File: src/rtl/pps_pkg.sv
// ----------------------------------------------------------------------------
// pps_pkg
// Shared constants, types and helper functions for the peak pair hasher.
// ----------------------------------------------------------------------------
`default_nettype none

package pps_pkg;

  // Pairing window and field widths.
  localparam int FAN        = 11;
  localparam int HOLD       = FAN - 1;
  localparam int FREQ_BITS  = 12;
  localparam int TIME_BITS  = 16;
  localparam int IDX_W      = $clog2(FAN + 1);
  localparam int CFG_IDX_W  = 8;

  // Decimal conversion: a 16-bit value has at most five digits.
  localparam int BIN_W      = 16;
  localparam int DIGITS     = 5;
  localparam int BCD_W      = 4 * DIGITS;
  localparam int DIG_W      = 3;
  localparam int STEP_W     = 4;

  // Message buffer: at most 15 text bytes fit in one padded block.
  localparam int MSG_BYTES  = 16;
  localparam int LEN_W      = 4;

  // SHA-1 round control.
  localparam int ROUNDS     = 80;
  localparam int ROUND_W    = 7;

  // Register indexes.
  localparam logic [CFG_IDX_W-1:0] REG_MIN_DELTA = 8'd0;
  localparam logic [CFG_IDX_W-1:0] REG_MAX_DELTA = 8'd1;

  // Text fields of one pair message.
  localparam logic [1:0] FIELD_ANCHOR  = 2'd0;
  localparam logic [1:0] FIELD_PARTNER = 2'd1;
  localparam logic [1:0] FIELD_DELTA   = 2'd2;

  // Window fill count updates.
  localparam logic [1:0] FILL_KEEP  = 2'd0;
  localparam logic [1:0] FILL_INC   = 2'd1;
  localparam logic [1:0] FILL_CLEAR = 2'd2;
  localparam logic [1:0] FILL_HOLD  = 2'd3;

  localparam logic [7:0] CHAR_ZERO = 8'h30;
  localparam logic [7:0] CHAR_BAR  = 8'h7C;
  localparam logic [7:0] PAD_BYTE  = 8'h80;

  localparam logic [31:0] H0 = 32'h67452301;
  localparam logic [31:0] H1 = 32'hEFCDAB89;
  localparam logic [31:0] H2 = 32'h98BADCFE;
  localparam logic [31:0] H3 = 32'h10325476;
  localparam logic [31:0] H4 = 32'hC3D2E1F0;

  // Commands from the controller to the datapath.
  typedef struct packed {
    logic                 load_item;
    logic                 shift_win;
    logic [1:0]           fill_op;
    logic [IDX_W-1:0]     b_idx;
    logic                 msg_clear;
    logic                 bcd_load;
    logic [1:0]           field;
    logic                 bcd_step;
    logic                 emit_digit;
    logic                 emit_bar;
    logic                 sha_init;
    logic                 sha_round;
    logic [ROUND_W-1:0]   round;
    logic                 sha_final;
    logic                 out_load;
    logic                 out_last;
  } dp_cmd_t;

  // Status from the datapath to the controller.
  typedef struct packed {
    logic [IDX_W-1:0] fill;
    logic             delta_ok;
    logic             dig_last;
    logic             pend_valid;
    logic             out_full;
  } dp_stat_t;

  // Round constant of SHA-1.
  function automatic logic [31:0] sha_k(input logic [ROUND_W-1:0] r);
    logic [31:0] k;
    if (r < 7'd20)      k = 32'h5A827999;
    else if (r < 7'd40) k = 32'h6ED9EBA1;
    else if (r < 7'd60) k = 32'h8F1BBCDC;
    else                k = 32'hCA62C1D6;
    return k;
  endfunction

  // Round function of SHA-1.
  function automatic logic [31:0] sha_f(input logic [ROUND_W-1:0] r,
                                        input logic [31:0] b,
                                        input logic [31:0] c,
                                        input logic [31:0] d);
    logic [31:0] f;
    if (r < 7'd20)      f = (b & c) | (~b & d);
    else if (r < 7'd40) f = b ^ c ^ d;
    else if (r < 7'd60) f = (b & c) | (b & d) | (c & d);
    else                f = b ^ c ^ d;
    return f;
  endfunction

endpackage

`default_nettype wire

File: src/rtl/peak_pair_sha1_hasher.sv
// ----------------------------------------------------------------------------
// peak_pair_sha1_hasher
// Pairs each anchor peak with its following peaks and emits the SHA-1 of the
// text "freq1|freq2|delta" for every pair inside the time difference bounds.
//
//   Channel  Direction  Word
//   s_axis   in         one peak: frequency, time; tlast ends the track
//   m_axis   out        one digest with the anchor time; tlast ends the run
//   cfg      in         register write: index and 16-bit value
//
// A kept pair takes three decimal conversions, each of one load, 16 shift
// steps and five digit steps, two separator writes, then a setup step,
// 80 SHA-1 rounds of the single round engine and a final step.
// A new peak is taken only once all pair work and any flush for the last
// one are done; a kept pair waits while the output and pending are full.
// Reset is synchronous and clears the window fill count and all control state.
// A stalled output holds one word in the output register and one pending.
// ----------------------------------------------------------------------------
`default_nettype none

module peak_pair_sha1_hasher (
  input  wire logic                          clk,
  input  wire logic                          rst,
  input  wire logic                          s_axis_tvalid,
  output logic                               s_axis_tready,
  input  wire logic [31:0]                   s_axis_tdata,  // peak_freq, peak_time
  input  wire logic                          s_axis_tlast,  // final_peak
  output logic                               m_axis_tvalid,
  input  wire logic                          m_axis_tready,
  // digest_w0, digest_w1, digest_w2, digest_w3, digest_w4, anchor_time
  output logic [175:0]                       m_axis_tdata,
  output logic                               m_axis_tlast,  // run_end
  input  wire logic                          cfg_valid,
  output logic                               cfg_ready,
  input  wire logic [pps_pkg::CFG_IDX_W-1:0] cfg_index,
  input  wire logic [pps_pkg::TIME_BITS-1:0] cfg_data
);

  pps_pkg::dp_cmd_t  cmd;
  pps_pkg::dp_stat_t stat;

  assign cfg_ready = 1'b1;

  // Sequencer.
  pps_ctrl u_ctrl (
    .clk      (clk),
    .rst      (rst),
    .in_valid (s_axis_tvalid),
    .in_last  (s_axis_tlast),
    .in_ready (s_axis_tready),
    .stat     (stat),
    .cmd      (cmd)
  );

  // Window, text builder and hash engine.
  pps_dp u_dp (
    .clk       (clk),
    .rst       (rst),
    .cmd       (cmd),
    .stat      (stat),
    .in_freq   (s_axis_tdata[pps_pkg::FREQ_BITS-1:0]),
    .in_time   (s_axis_tdata[pps_pkg::FREQ_BITS +: pps_pkg::TIME_BITS]),
    .cfg_valid (cfg_valid),
    .cfg_index (cfg_index),
    .cfg_data  (cfg_data),
    .out_valid (m_axis_tvalid),
    .out_ready (m_axis_tready),
    .out_data  (m_axis_tdata),
    .out_last  (m_axis_tlast)
  );

`ifndef NO_ASSERTIONS
  // No digest is left pending while a new peak can be taken.
  a_idle_no_pending: assert property (@(posedge clk) disable iff (rst)
    s_axis_tready |-> !stat.pend_valid)
    else $error("digest pending while idle");

  // The window never holds more than FAN-1 peaks between items.
  a_fill_bound: assert property (@(posedge clk) disable iff (rst)
    stat.fill <= pps_pkg::IDX_W'(pps_pkg::HOLD))
    else $error("window overfilled");

  // The output register is loaded only when it is free.
  a_out_free: assert property (@(posedge clk) disable iff (rst)
    cmd.out_load |-> !m_axis_tvalid)
    else $error("output register overwritten");

  // A finished digest never overwrites an unsent one.
  a_pend_free: assert property (@(posedge clk) disable iff (rst)
    cmd.sha_final |-> !stat.pend_valid)
    else $error("pending digest overwritten");
`endif

endmodule

`default_nettype wire

File: src/rtl/pps_dp.sv
// ----------------------------------------------------------------------------
// pps_dp
// Datapath: peak window, delta check, decimal text builder, SHA-1 round
// engine, pending digest and output register.
// ----------------------------------------------------------------------------
`default_nettype none

module pps_dp (
  input  wire logic                          clk,
  input  wire logic                          rst,
  input  wire pps_pkg::dp_cmd_t              cmd,
  output pps_pkg::dp_stat_t                  stat,
  input  wire logic [pps_pkg::FREQ_BITS-1:0] in_freq,
  input  wire logic [pps_pkg::TIME_BITS-1:0] in_time,
  input  wire logic                          cfg_valid,
  input  wire logic [pps_pkg::CFG_IDX_W-1:0] cfg_index,
  input  wire logic [pps_pkg::TIME_BITS-1:0] cfg_data,
  output logic                               out_valid,
  input  wire logic                          out_ready,
  output logic [175:0]                       out_data,
  output logic                               out_last
);

  logic [pps_pkg::FREQ_BITS-1:0] wf [pps_pkg::FAN];
  logic [pps_pkg::TIME_BITS-1:0] wt [pps_pkg::FAN];
  logic [pps_pkg::IDX_W-1:0]     fill;
  logic [pps_pkg::TIME_BITS-1:0] min_delta;
  logic [pps_pkg::TIME_BITS-1:0] max_delta;

  logic [pps_pkg::FREQ_BITS-1:0] part_freq;
  logic [pps_pkg::TIME_BITS-1:0] part_time;
  logic [pps_pkg::TIME_BITS:0]   delta;

  logic [pps_pkg::BIN_W-1:0]     bin;
  logic [pps_pkg::BCD_W-1:0]     bcd;
  logic [pps_pkg::BCD_W-1:0]     bcd_adj;
  logic [pps_pkg::DIG_W-1:0]     dig_idx;
  logic                          seen;
  logic [3:0]                    digit;
  logic [pps_pkg::BIN_W-1:0]     field_val;

  logic [7:0]                    msg [pps_pkg::MSG_BYTES];
  logic [pps_pkg::LEN_W-1:0]     len;
  logic [7:0]                    blk [pps_pkg::MSG_BYTES];

  logic [31:0] w [16];
  logic [31:0] ra, rb, rc, rd, re;
  logic [31:0] tmp;
  logic [31:0] w_new;
  logic [159:0] pend;
  logic [pps_pkg::TIME_BITS-1:0] pend_time;
  logic pend_valid;

  // Configuration registers.
  always_ff @(posedge clk) begin
    if (rst) begin
      min_delta <= '0;
      max_delta <= 16'd200;
    end else if (cfg_valid) begin
      if (cfg_index == pps_pkg::REG_MIN_DELTA) min_delta <= cfg_data;
      else if (cfg_index == pps_pkg::REG_MAX_DELTA) max_delta <= cfg_data;
    end
  end

  // Peak window; the anchor always sits in slot zero.
  always_ff @(posedge clk) begin
    if (cmd.load_item) begin
      wf[fill] <= in_freq;
      wt[fill] <= in_time;
    end else if (cmd.shift_win) begin
      for (int i = 0; i < pps_pkg::FAN - 1; i++) begin
        wf[i] <= wf[i+1];
        wt[i] <= wt[i+1];
      end
    end
  end

  // Fill count of held peaks.
  always_ff @(posedge clk) begin
    if (rst) begin
      fill <= '0;
    end else begin
      case (cmd.fill_op)
        pps_pkg::FILL_INC:   fill <= fill + 1'b1;
        pps_pkg::FILL_CLEAR: fill <= '0;
        pps_pkg::FILL_HOLD:  fill <= pps_pkg::IDX_W'(pps_pkg::HOLD);
        default:             fill <= fill;
      endcase
    end
  end

  // Partner read and time difference check.
  always_comb begin
    part_freq = '0;
    part_time = '0;
    if (cmd.b_idx < pps_pkg::IDX_W'(pps_pkg::FAN)) begin
      part_freq = wf[cmd.b_idx[pps_pkg::IDX_W-1:0]];
      part_time = wt[cmd.b_idx[pps_pkg::IDX_W-1:0]];
    end
    delta = {1'b0, part_time} - {1'b0, wt[0]};
  end

  // Value of the text field being converted.
  always_comb begin
    case (cmd.field)
      pps_pkg::FIELD_ANCHOR:  field_val = pps_pkg::BIN_W'(wf[0]);
      pps_pkg::FIELD_PARTNER: field_val = pps_pkg::BIN_W'(part_freq);
      default:                field_val = delta[pps_pkg::TIME_BITS-1:0];
    endcase
  end

  // Shift-and-add-three correction of each decimal digit.
  always_comb begin
    for (int i = 0; i < pps_pkg::DIGITS; i++) begin
      bcd_adj[4*i +: 4] = (bcd[4*i +: 4] >= 4'd5) ? bcd[4*i +: 4] + 4'd3
                                                   : bcd[4*i +: 4];
    end
    digit = bcd[4*dig_idx +: 4];
  end

  // Binary to decimal conversion and digit output into the message.
  always_ff @(posedge clk) begin
    if (cmd.bcd_load) begin
      bin     <= field_val;
      bcd     <= '0;
      dig_idx <= pps_pkg::DIG_W'(pps_pkg::DIGITS - 1);
      seen    <= 1'b0;
    end else if (cmd.bcd_step) begin
      {bcd, bin} <= {bcd_adj[pps_pkg::BCD_W-2:0], bin, 1'b0};
    end else if (cmd.emit_digit) begin
      dig_idx <= dig_idx - 1'b1;
      if (digit != 4'd0 || seen || dig_idx == '0) begin
        seen     <= 1'b1;
        msg[len] <= pps_pkg::CHAR_ZERO | {4'd0, digit};
        len      <= len + 1'b1;
      end
    end else if (cmd.emit_bar) begin
      msg[len] <= pps_pkg::CHAR_BAR;
      len      <= len + 1'b1;
    end
    if (cmd.msg_clear) len <= '0;
  end

  // Padded message bytes of the first four block words.
  always_comb begin
    for (int j = 0; j < pps_pkg::MSG_BYTES; j++) begin
      if (pps_pkg::LEN_W'(j) < len)       blk[j] = msg[j];
      else if (pps_pkg::LEN_W'(j) == len) blk[j] = pps_pkg::PAD_BYTE;
      else                                blk[j] = 8'h00;
    end
  end

  // One SHA-1 round.
  always_comb begin
    tmp = {ra[26:0], ra[31:27]} + pps_pkg::sha_f(cmd.round, rb, rc, rd) + re
          + pps_pkg::sha_k(cmd.round) + w[0];
    w_new = w[13] ^ w[8] ^ w[2] ^ w[0];
    w_new = {w_new[30:0], w_new[31]};
  end

  // Message schedule and working variables.
  always_ff @(posedge clk) begin
    if (cmd.sha_init) begin
      for (int i = 0; i < 4; i++) begin
        w[i] <= {blk[4*i], blk[4*i+1], blk[4*i+2], blk[4*i+3]};
      end
      for (int i = 4; i < 15; i++) w[i] <= '0;
      w[15] <= {25'd0, len, 3'd0};
      ra <= pps_pkg::H0;
      rb <= pps_pkg::H1;
      rc <= pps_pkg::H2;
      rd <= pps_pkg::H3;
      re <= pps_pkg::H4;
    end else if (cmd.sha_round) begin
      for (int i = 0; i < 15; i++) w[i] <= w[i+1];
      w[15] <= w_new;
      ra <= tmp;
      rb <= ra;
      rc <= {rb[1:0], rb[31:2]};
      rd <= rc;
      re <= rd;
    end
  end

  // Pending digest waits until it is known whether it ends the run.
  always_ff @(posedge clk) begin
    if (cmd.sha_final) begin
      pend      <= {pps_pkg::H4 + re, pps_pkg::H3 + rd, pps_pkg::H2 + rc,
                    pps_pkg::H1 + rb, pps_pkg::H0 + ra};
      pend_time <= wt[0];
    end
    if (cmd.out_load) begin
      out_data <= {pend_time, pend};
      out_last <= cmd.out_last;
    end
  end

  always_ff @(posedge clk) begin
    if (rst) begin
      pend_valid <= 1'b0;
      out_valid  <= 1'b0;
    end else begin
      if (cmd.sha_final)     pend_valid <= 1'b1;
      else if (cmd.out_load) pend_valid <= 1'b0;
      if (cmd.out_load)              out_valid <= 1'b1;
      else if (out_valid && out_ready) out_valid <= 1'b0;
    end
  end

  // Status back to the controller.
  always_comb begin
    stat.fill       = fill;
    stat.delta_ok   = !delta[pps_pkg::TIME_BITS]
                      && delta[pps_pkg::TIME_BITS-1:0] >= min_delta
                      && delta[pps_pkg::TIME_BITS-1:0] <= max_delta;
    stat.dig_last   = (dig_idx == '0);
    stat.pend_valid = pend_valid;
    stat.out_full   = out_valid;
  end

endmodule

`default_nettype wire

File: src/rtl/pps_ctrl.sv
// ----------------------------------------------------------------------------
// pps_ctrl
// Controller: walks anchors and partners, sequences text building, the
// SHA-1 rounds and the hand-off of digests to the output register.
// ----------------------------------------------------------------------------
`default_nettype none

module pps_ctrl (
  input  wire logic              clk,
  input  wire logic              rst,
  input  wire logic              in_valid,
  input  wire logic              in_last,
  output logic                   in_ready,
  input  wire pps_pkg::dp_stat_t stat,
  output pps_pkg::dp_cmd_t       cmd
);

  localparam logic [3:0] S_IDLE  = 4'd0;
  localparam logic [3:0] S_PAIR  = 4'd1;
  localparam logic [3:0] S_LOADF = 4'd2;
  localparam logic [3:0] S_DAB   = 4'd3;
  localparam logic [3:0] S_EMIT  = 4'd4;
  localparam logic [3:0] S_BAR   = 4'd5;
  localparam logic [3:0] S_INIT  = 4'd6;
  localparam logic [3:0] S_ROUND = 4'd7;
  localparam logic [3:0] S_FINAL = 4'd8;
  localparam logic [3:0] S_NEXTA = 4'd9;
  localparam logic [3:0] S_FIN   = 4'd10;

  logic [3:0]                    state, state_next;
  logic [pps_pkg::IDX_W-1:0]     n, n_next;
  logic [pps_pkg::IDX_W-1:0]     b, b_next;
  logic                          last_r, last_next;
  logic [1:0]                    field, field_next;
  logic [pps_pkg::STEP_W-1:0]    cnt, cnt_next;
  logic [pps_pkg::ROUND_W-1:0]   r, r_next;

  always_ff @(posedge clk) begin
    if (rst) begin
      state  <= S_IDLE;
      n      <= '0;
      b      <= '0;
      last_r <= 1'b0;
      field  <= pps_pkg::FIELD_ANCHOR;
      cnt    <= '0;
      r      <= '0;
    end else begin
      state  <= state_next;
      n      <= n_next;
      b      <= b_next;
      last_r <= last_next;
      field  <= field_next;
      cnt    <= cnt_next;
      r      <= r_next;
    end
  end

  // Next state and datapath commands.
  always_comb begin
    state_next = state;
    n_next     = n;
    b_next     = b;
    last_next  = last_r;
    field_next = field;
    cnt_next   = cnt;
    r_next     = r;
    in_ready   = 1'b0;
    cmd        = '0;
    cmd.b_idx  = b;
    cmd.field  = field;
    cmd.round  = r;
    case (state)
      S_IDLE: begin
        in_ready = 1'b1;
        if (in_valid) begin
          cmd.load_item = 1'b1;
          n_next    = stat.fill + 1'b1;
          last_next = in_last;
          b_next    = pps_pkg::IDX_W'(1);
          if (in_last || stat.fill == pps_pkg::IDX_W'(pps_pkg::HOLD)) state_next = S_PAIR;
          else state_next = S_FIN;
        end
      end
      S_PAIR: begin
        if (b == n) begin
          state_next = S_NEXTA;
        end else if (stat.delta_ok) begin
          // An older digest must leave before a new one can be finished.
          if (!(stat.pend_valid && stat.out_full)) begin
            cmd.out_load  = stat.pend_valid;
            cmd.msg_clear = 1'b1;
            field_next    = pps_pkg::FIELD_ANCHOR;
            state_next    = S_LOADF;
          end
        end else begin
          b_next = b + 1'b1;
        end
      end
      S_LOADF: begin
        cmd.bcd_load = 1'b1;
        cnt_next     = '0;
        state_next   = S_DAB;
      end
      S_DAB: begin
        cmd.bcd_step = 1'b1;
        cnt_next     = cnt + 1'b1;
        if (cnt == pps_pkg::STEP_W'(pps_pkg::BIN_W - 1)) state_next = S_EMIT;
      end
      S_EMIT: begin
        cmd.emit_digit = 1'b1;
        if (stat.dig_last) begin
          if (field == pps_pkg::FIELD_DELTA) state_next = S_INIT;
          else state_next = S_BAR;
        end
      end
      S_BAR: begin
        cmd.emit_bar = 1'b1;
        field_next   = field + 1'b1;
        state_next   = S_LOADF;
      end
      S_INIT: begin
        cmd.sha_init = 1'b1;
        r_next       = '0;
        state_next   = S_ROUND;
      end
      S_ROUND: begin
        cmd.sha_round = 1'b1;
        r_next        = r + 1'b1;
        if (r == pps_pkg::ROUND_W'(pps_pkg::ROUNDS - 1)) state_next = S_FINAL;
      end
      S_FINAL: begin
        cmd.sha_final = 1'b1;
        b_next        = b + 1'b1;
        state_next    = S_PAIR;
      end
      S_NEXTA: begin
        if (last_r) begin
          // Flush: the next held peak becomes the anchor.
          cmd.shift_win = 1'b1;
          n_next        = n - 1'b1;
          b_next        = pps_pkg::IDX_W'(1);
          if (n == pps_pkg::IDX_W'(1)) state_next = S_FIN;
          else state_next = S_PAIR;
        end else begin
          state_next = S_FIN;
        end
      end
      S_FIN: begin
        if (!(stat.pend_valid && stat.out_full)) begin
          cmd.out_load = stat.pend_valid;
          cmd.out_last = 1'b1;
          if (last_r) begin
            cmd.fill_op = pps_pkg::FILL_CLEAR;
          end else if (n == pps_pkg::IDX_W'(pps_pkg::FAN)) begin
            cmd.shift_win = 1'b1;
            cmd.fill_op   = pps_pkg::FILL_HOLD;
          end else begin
            cmd.fill_op = pps_pkg::FILL_INC;
          end
          state_next = S_IDLE;
        end
      end
      default: begin
        state_next = S_IDLE;
      end
    endcase
  end

endmodule

`default_nettype wire

File: config.mk
export PLATFORM = sky130hd
export DESIGN_NAME = peak_pair_sha1_hasher
export DESIGN_NICKNAME = d
export VERILOG_FILES = /design/src/rtl/pps_pkg.sv /design/src/rtl/peak_pair_sha1_hasher.sv /design/src/rtl/pps_dp.sv /design/src/rtl/pps_ctrl.sv
export SDC_FILE = /design/constraint.sdc
export NUM_CORES = 2
export LEC_CHECK = 0
export BUFFER_PORTS_ARGS = -buffer_cell sky130_fd_sc_hd__buf_2
export CORE_MARGIN = 1.5
export CORE_UTILIZATION = 25
export DETAILED_ROUTE_END_ITERATION = 10
export PLACE_DENSITY = 0.45
export SETUP_SLACK_MARGIN = 0.15
export SKIP_LAST_GASP = 1
export SLEW_MARGIN = 15
export SYNTH_ARGS = -nofsm -noshare
export SYNTH_HDL_FRONTEND = slang
export SYNTH_SLANG_ARGS = --single-unit
File: constraint.sdc
create_clock -name clk -period 27.9 [get_ports clk]
set_clock_uncertainty 0.05 [all_clocks]
set_input_delay 4.185 -clock clk [delete_from_list [all_inputs] [get_ports clk]]
set_output_delay 4.185 -clock clk [all_outputs]
set_load 0.005 [all_outputs]
==> key figures <==
Clocking
  – Max Buffers Root-to-Sink: 4
  – Clock tree sinks: 1660
  – Hold Buf Count CTS: 0
  – Num CTS Buffers: 184
  – Setup bufs post-CTS: 0
  – Clk slew on worst S/H paths: 0.06 ns
  – Resize count post-CTS: 0
  – Clk Latency, worst-skew pair: 0.84 ns
  – CTS tree: built
  – Root Driver: clkbuf_16
  – H-tree depth: 4

STA
  – Period utilization: 35.16%
  – Tmin final: 9.810 ns
  – Achievable Freq: 0.1019 GHz
  – # setup viols final: 0
  – Slew margin rel.: 25.72%
  – Worst-margin pin slew: 1.114 ns
  – Final setup margin: 18.09 ns
  – Final Max Slew Viols: 0
  – Final Hold Fails: 0
  – Hold Slack: 0.3669 ns
  – Setup TNS: 0 ns
  – RSZ-0062 raised after global routing: no

Floorplanning
  – Initial core utilization: 25.20%
  – I/O Pins: 242
  – Core area: 288900 sq um
  – Die H: 542.6 um
  – Cell row count: 197
  – Die Wd: 542.6 um
  – Die footprint: 294500 sq um

Cells and area
  – Area grow syn2layout: 15.61%
  – Most frequent cells in the layout: 1404 x edfxtp_1, 380 x nand2_1, 322 x a21o_1, 269 x nor2_1, 255 x and2_1
  – Post-route insts no fill: 9372
  – Fillcell total: 29303
  – Post-route cell area: 84170 sq um
  – Commonest non-fill, non-tap cell in the layout: edfxtp_1
  – Share of layout cells above drive strength 1: 14.24%
  – Nets: 5657

Logic synthesis
  – Register bit total from synthesis: 1660
  – Syn Inst Count: 5153
  – Post-synth EDFFs: 1404
  – Yosys cell types: 100
  – Prevailing post-synth register cell: edfxtp_1
  – Syn. warnings: 0
  – Post-synthesis sequential area ratio: 64.95%
  – Cell area after synthesis: 72800 sq um
  – Net Count, Synth: 5457
  – Async SR Flop Fraction: 0%
  – Mean Syn Cell Area: 14.13 sq um

Detailed routing
  – DR WL/cell: 20.01 um
  – Post-Route WL: 187500 um
  – DR iter-0 viols: 3250
  – First-pass DRT Iterations: 5
  – Post-DRT Antenna Nets: 0
  – Metal2 WL: 87740 um
  – Vias per cell: 4.415
  – Total number of vias: 41381
  – Met1 WL: 89120 um
  – Top layer in use: met5
  – Met3 wire length: 7478 um
  – Number of remaining DRC errors: 0

Global route
  – Global-route wire length before repair: 281300 um
  – Vias in the first global route: 41737
  – Overflow after GRT: 0
  – Gr usage total: 12.58%
  – Largest net degree at the start of global routing: 183
  – Antenna violations before repair: 15

Critical path
  – CP Launch Type: flop
  – Arrival time of the worst setup path: 10.17 ns
  – Critical Path RT: 28.26 ns
  – R2R cell count: 24
  – Crit Path Category: flop to flop
  – Crit path capture type: flop
  – Worst Path Max Fanout: 84

Min path
  – Hold WC Path Type: flop to flop
  – Hold Crit Depth: 0

Run
  – Max cap viols: 0

Power
  – P_int: 5.145 mW
  – Combinational Power Share: 26.4%
  – Switching pwr: 2.395 mW
  – Clock network fraction of total power: 31.5%
  – Seq pwr share: 42.1%
  – Sw Ratio: 31.77%
  – PD cells: 89.59 nW/um^2
  – VDD IR-drop max: 0.05173 mV
  – Leakage: 29.99 nW

Placement
  – RePlAce Congestion: 0.7781
  – Placement Setup Slack: 17.87 ns
  – Placed Area: 78450 sq um
  – Placed insts: 9047
  – Port Buffers: 236
  – Dpl hpwl: 120700 um

Status
  – Outcome: completed
[stage by stage]
step | utilization [%] | total power [mW]
floorplan | - | 4.637
global placement | 27.16 | 5.230
detailed placement | 27.16 | 5.232
CTS | 29.13 | 7.647
global route | 29.14 | 7.989
finish | 29.14 | 7.540
[synthesized netlist by cell type (16+ instances only)]
cell	number	share of area, %
nand3_1	52	0.36
a31oi_1	18	0.15
dfxtp_1	256	7.0
nand4_1	16	0.14
a21oi_1	235	1.6
o31ai_1	20	0.21
mux2i_1	62	0.85
nand2b_1	28	0.24
nor2_1	281	1.4
fa_1	120	3.3
xnor2_1	202	2.4
o21ai_0	103	0.71
clkbuf_1	209	1.1
xor2_1	82	0.99
and2_1	255	2.2
mux4_2	144	4.5
ha_1	122	2.1
o22a_1	45	0.54
nor3_1	43	0.30
a21o_1	322	3.3
edfxtp_1	1404	58
buf_1	27	0.14
inv_1	173	0.89
buf_2	44	0.30
o221ai_1	21	0.25
a22o_1	67	0.81
nor2b_1	170	1.5
o21a_1	21	0.22
nand2_1	381	2.0
[sequential cells by signal (all words and copies together), names as in the netlist, 7 cells and up, named ones only]
register and cells:
u_ctrl.r 7, u_dp.bcd 20, u_dp.bin 16, u_dp.max_delta 16, u_dp.min_delta 16, u_dp.msg 75, u_dp.out_data 176, u_dp.pend 160
u_dp.pend_time 16, u_dp.ra 32, u_dp.rb 32, u_dp.rc 32, u_dp.rd 32, u_dp.re 32, u_dp.w 512, u_dp.wf 192
u_dp.wt 256
[layer usage]
metal / GRT usage, % / vias up
met5: 0 / -
li1: - / 19268
met3: 1.855 / 230
met4: 2.579 / 2
met1: 17.74 / 21055
met2: 20.39 / 826
[logic make-up (layout without fill, tap and decap cells)]
family / Yosys count / in the layout / synth area share [%]
AND/OR/NAND/NOR: 1301 / 1301 / 8.870
multiplexers: 206 / 206 / 5.307
AO/OA/AOI/OAI: 993 / 993 / 9.526
flip-flops: 1660 / 1660 / 64.95
buffers and inverters: 465 / 802 / 2.509
adder cells (fa/ha/maj): 242 / 242 / 5.396
XOR/XNOR: 285 / 285 / 3.439
other: 1 / 3 / 0.005151
[path summary, 6_finish.rpt]
kind | slack (ns) | to | from
hold reg to reg | 0.37 | u_dp.out_data[118]$_DFFE_PP_ | u_dp.pend[118]$_DFFE_PP_
setup reg to reg | 18.09 | u_dp.out_data[153]$_DFFE_PP_ | flop
setup / recovery | 18.09 | u_dp.out_data[153]$_DFFE_PP_ | flop
hold / removal | 0.37 | u_dp.out_data[118]$_DFFE_PP_ | u_dp.pend[118]$_DFFE_PP_
[power groups by stage]
stage                     Combinational (mW)  Clock (mW)  Sequential [mW]
after floorplan                         1.51           0             3.12
after global placement                  2.00           0             3.23
after detailed placement                2.00           0             3.23
after CTS                               2.02        2.45             3.18
after global routing                    2.24        2.54             3.20
final                                   1.99        2.37             3.18
[critical path: stages, from the launching register on]
cell and delay [ns]:
dfxtp_4 0.77, buf_12 0.64, mux4_2 0.61, mux4_2 0.51
and2_1 0.21, ha_1 0.26, nor2b_1 0.13, o21a_1 0.17
o21a_1 0.21, o31a_1 0.29, o41a_1 0.41, a31oi_1 0.25
a21boi_1 0.13, xor2_1 0.39, ha_1 0.21, nand4_1 0.11
or2_2 0.32, nor3_1 0.26, nor2_1 0.10, a211o_1 0.35
nor2_1 0.16, a21o_1 0.17, and3b_4 0.75, buf_4 0.73
buf_4 0.85
[area by class of cell]
| class | instances | area (sq um) | area share (%) |
|---|---|---|---|
| inverter | 176 | 668.1 | 0.7938 |
| clock inverter | 93 | 898.4 | 1.067 |
| clock buffer | 230 | 4807 | 5.711 |
| sequential | 1660 | 47300 | 56.19 |
| timing repair buffer | 303 | 1713 | 2.035 |
| multi-input combinational | 3028 | 23930 | 28.43 |
| antenna | 2 | 5.005 | 0.005946 |
| tap | 3880 | 4855 | 5.768 |
(Power assumes the default switching activity.)
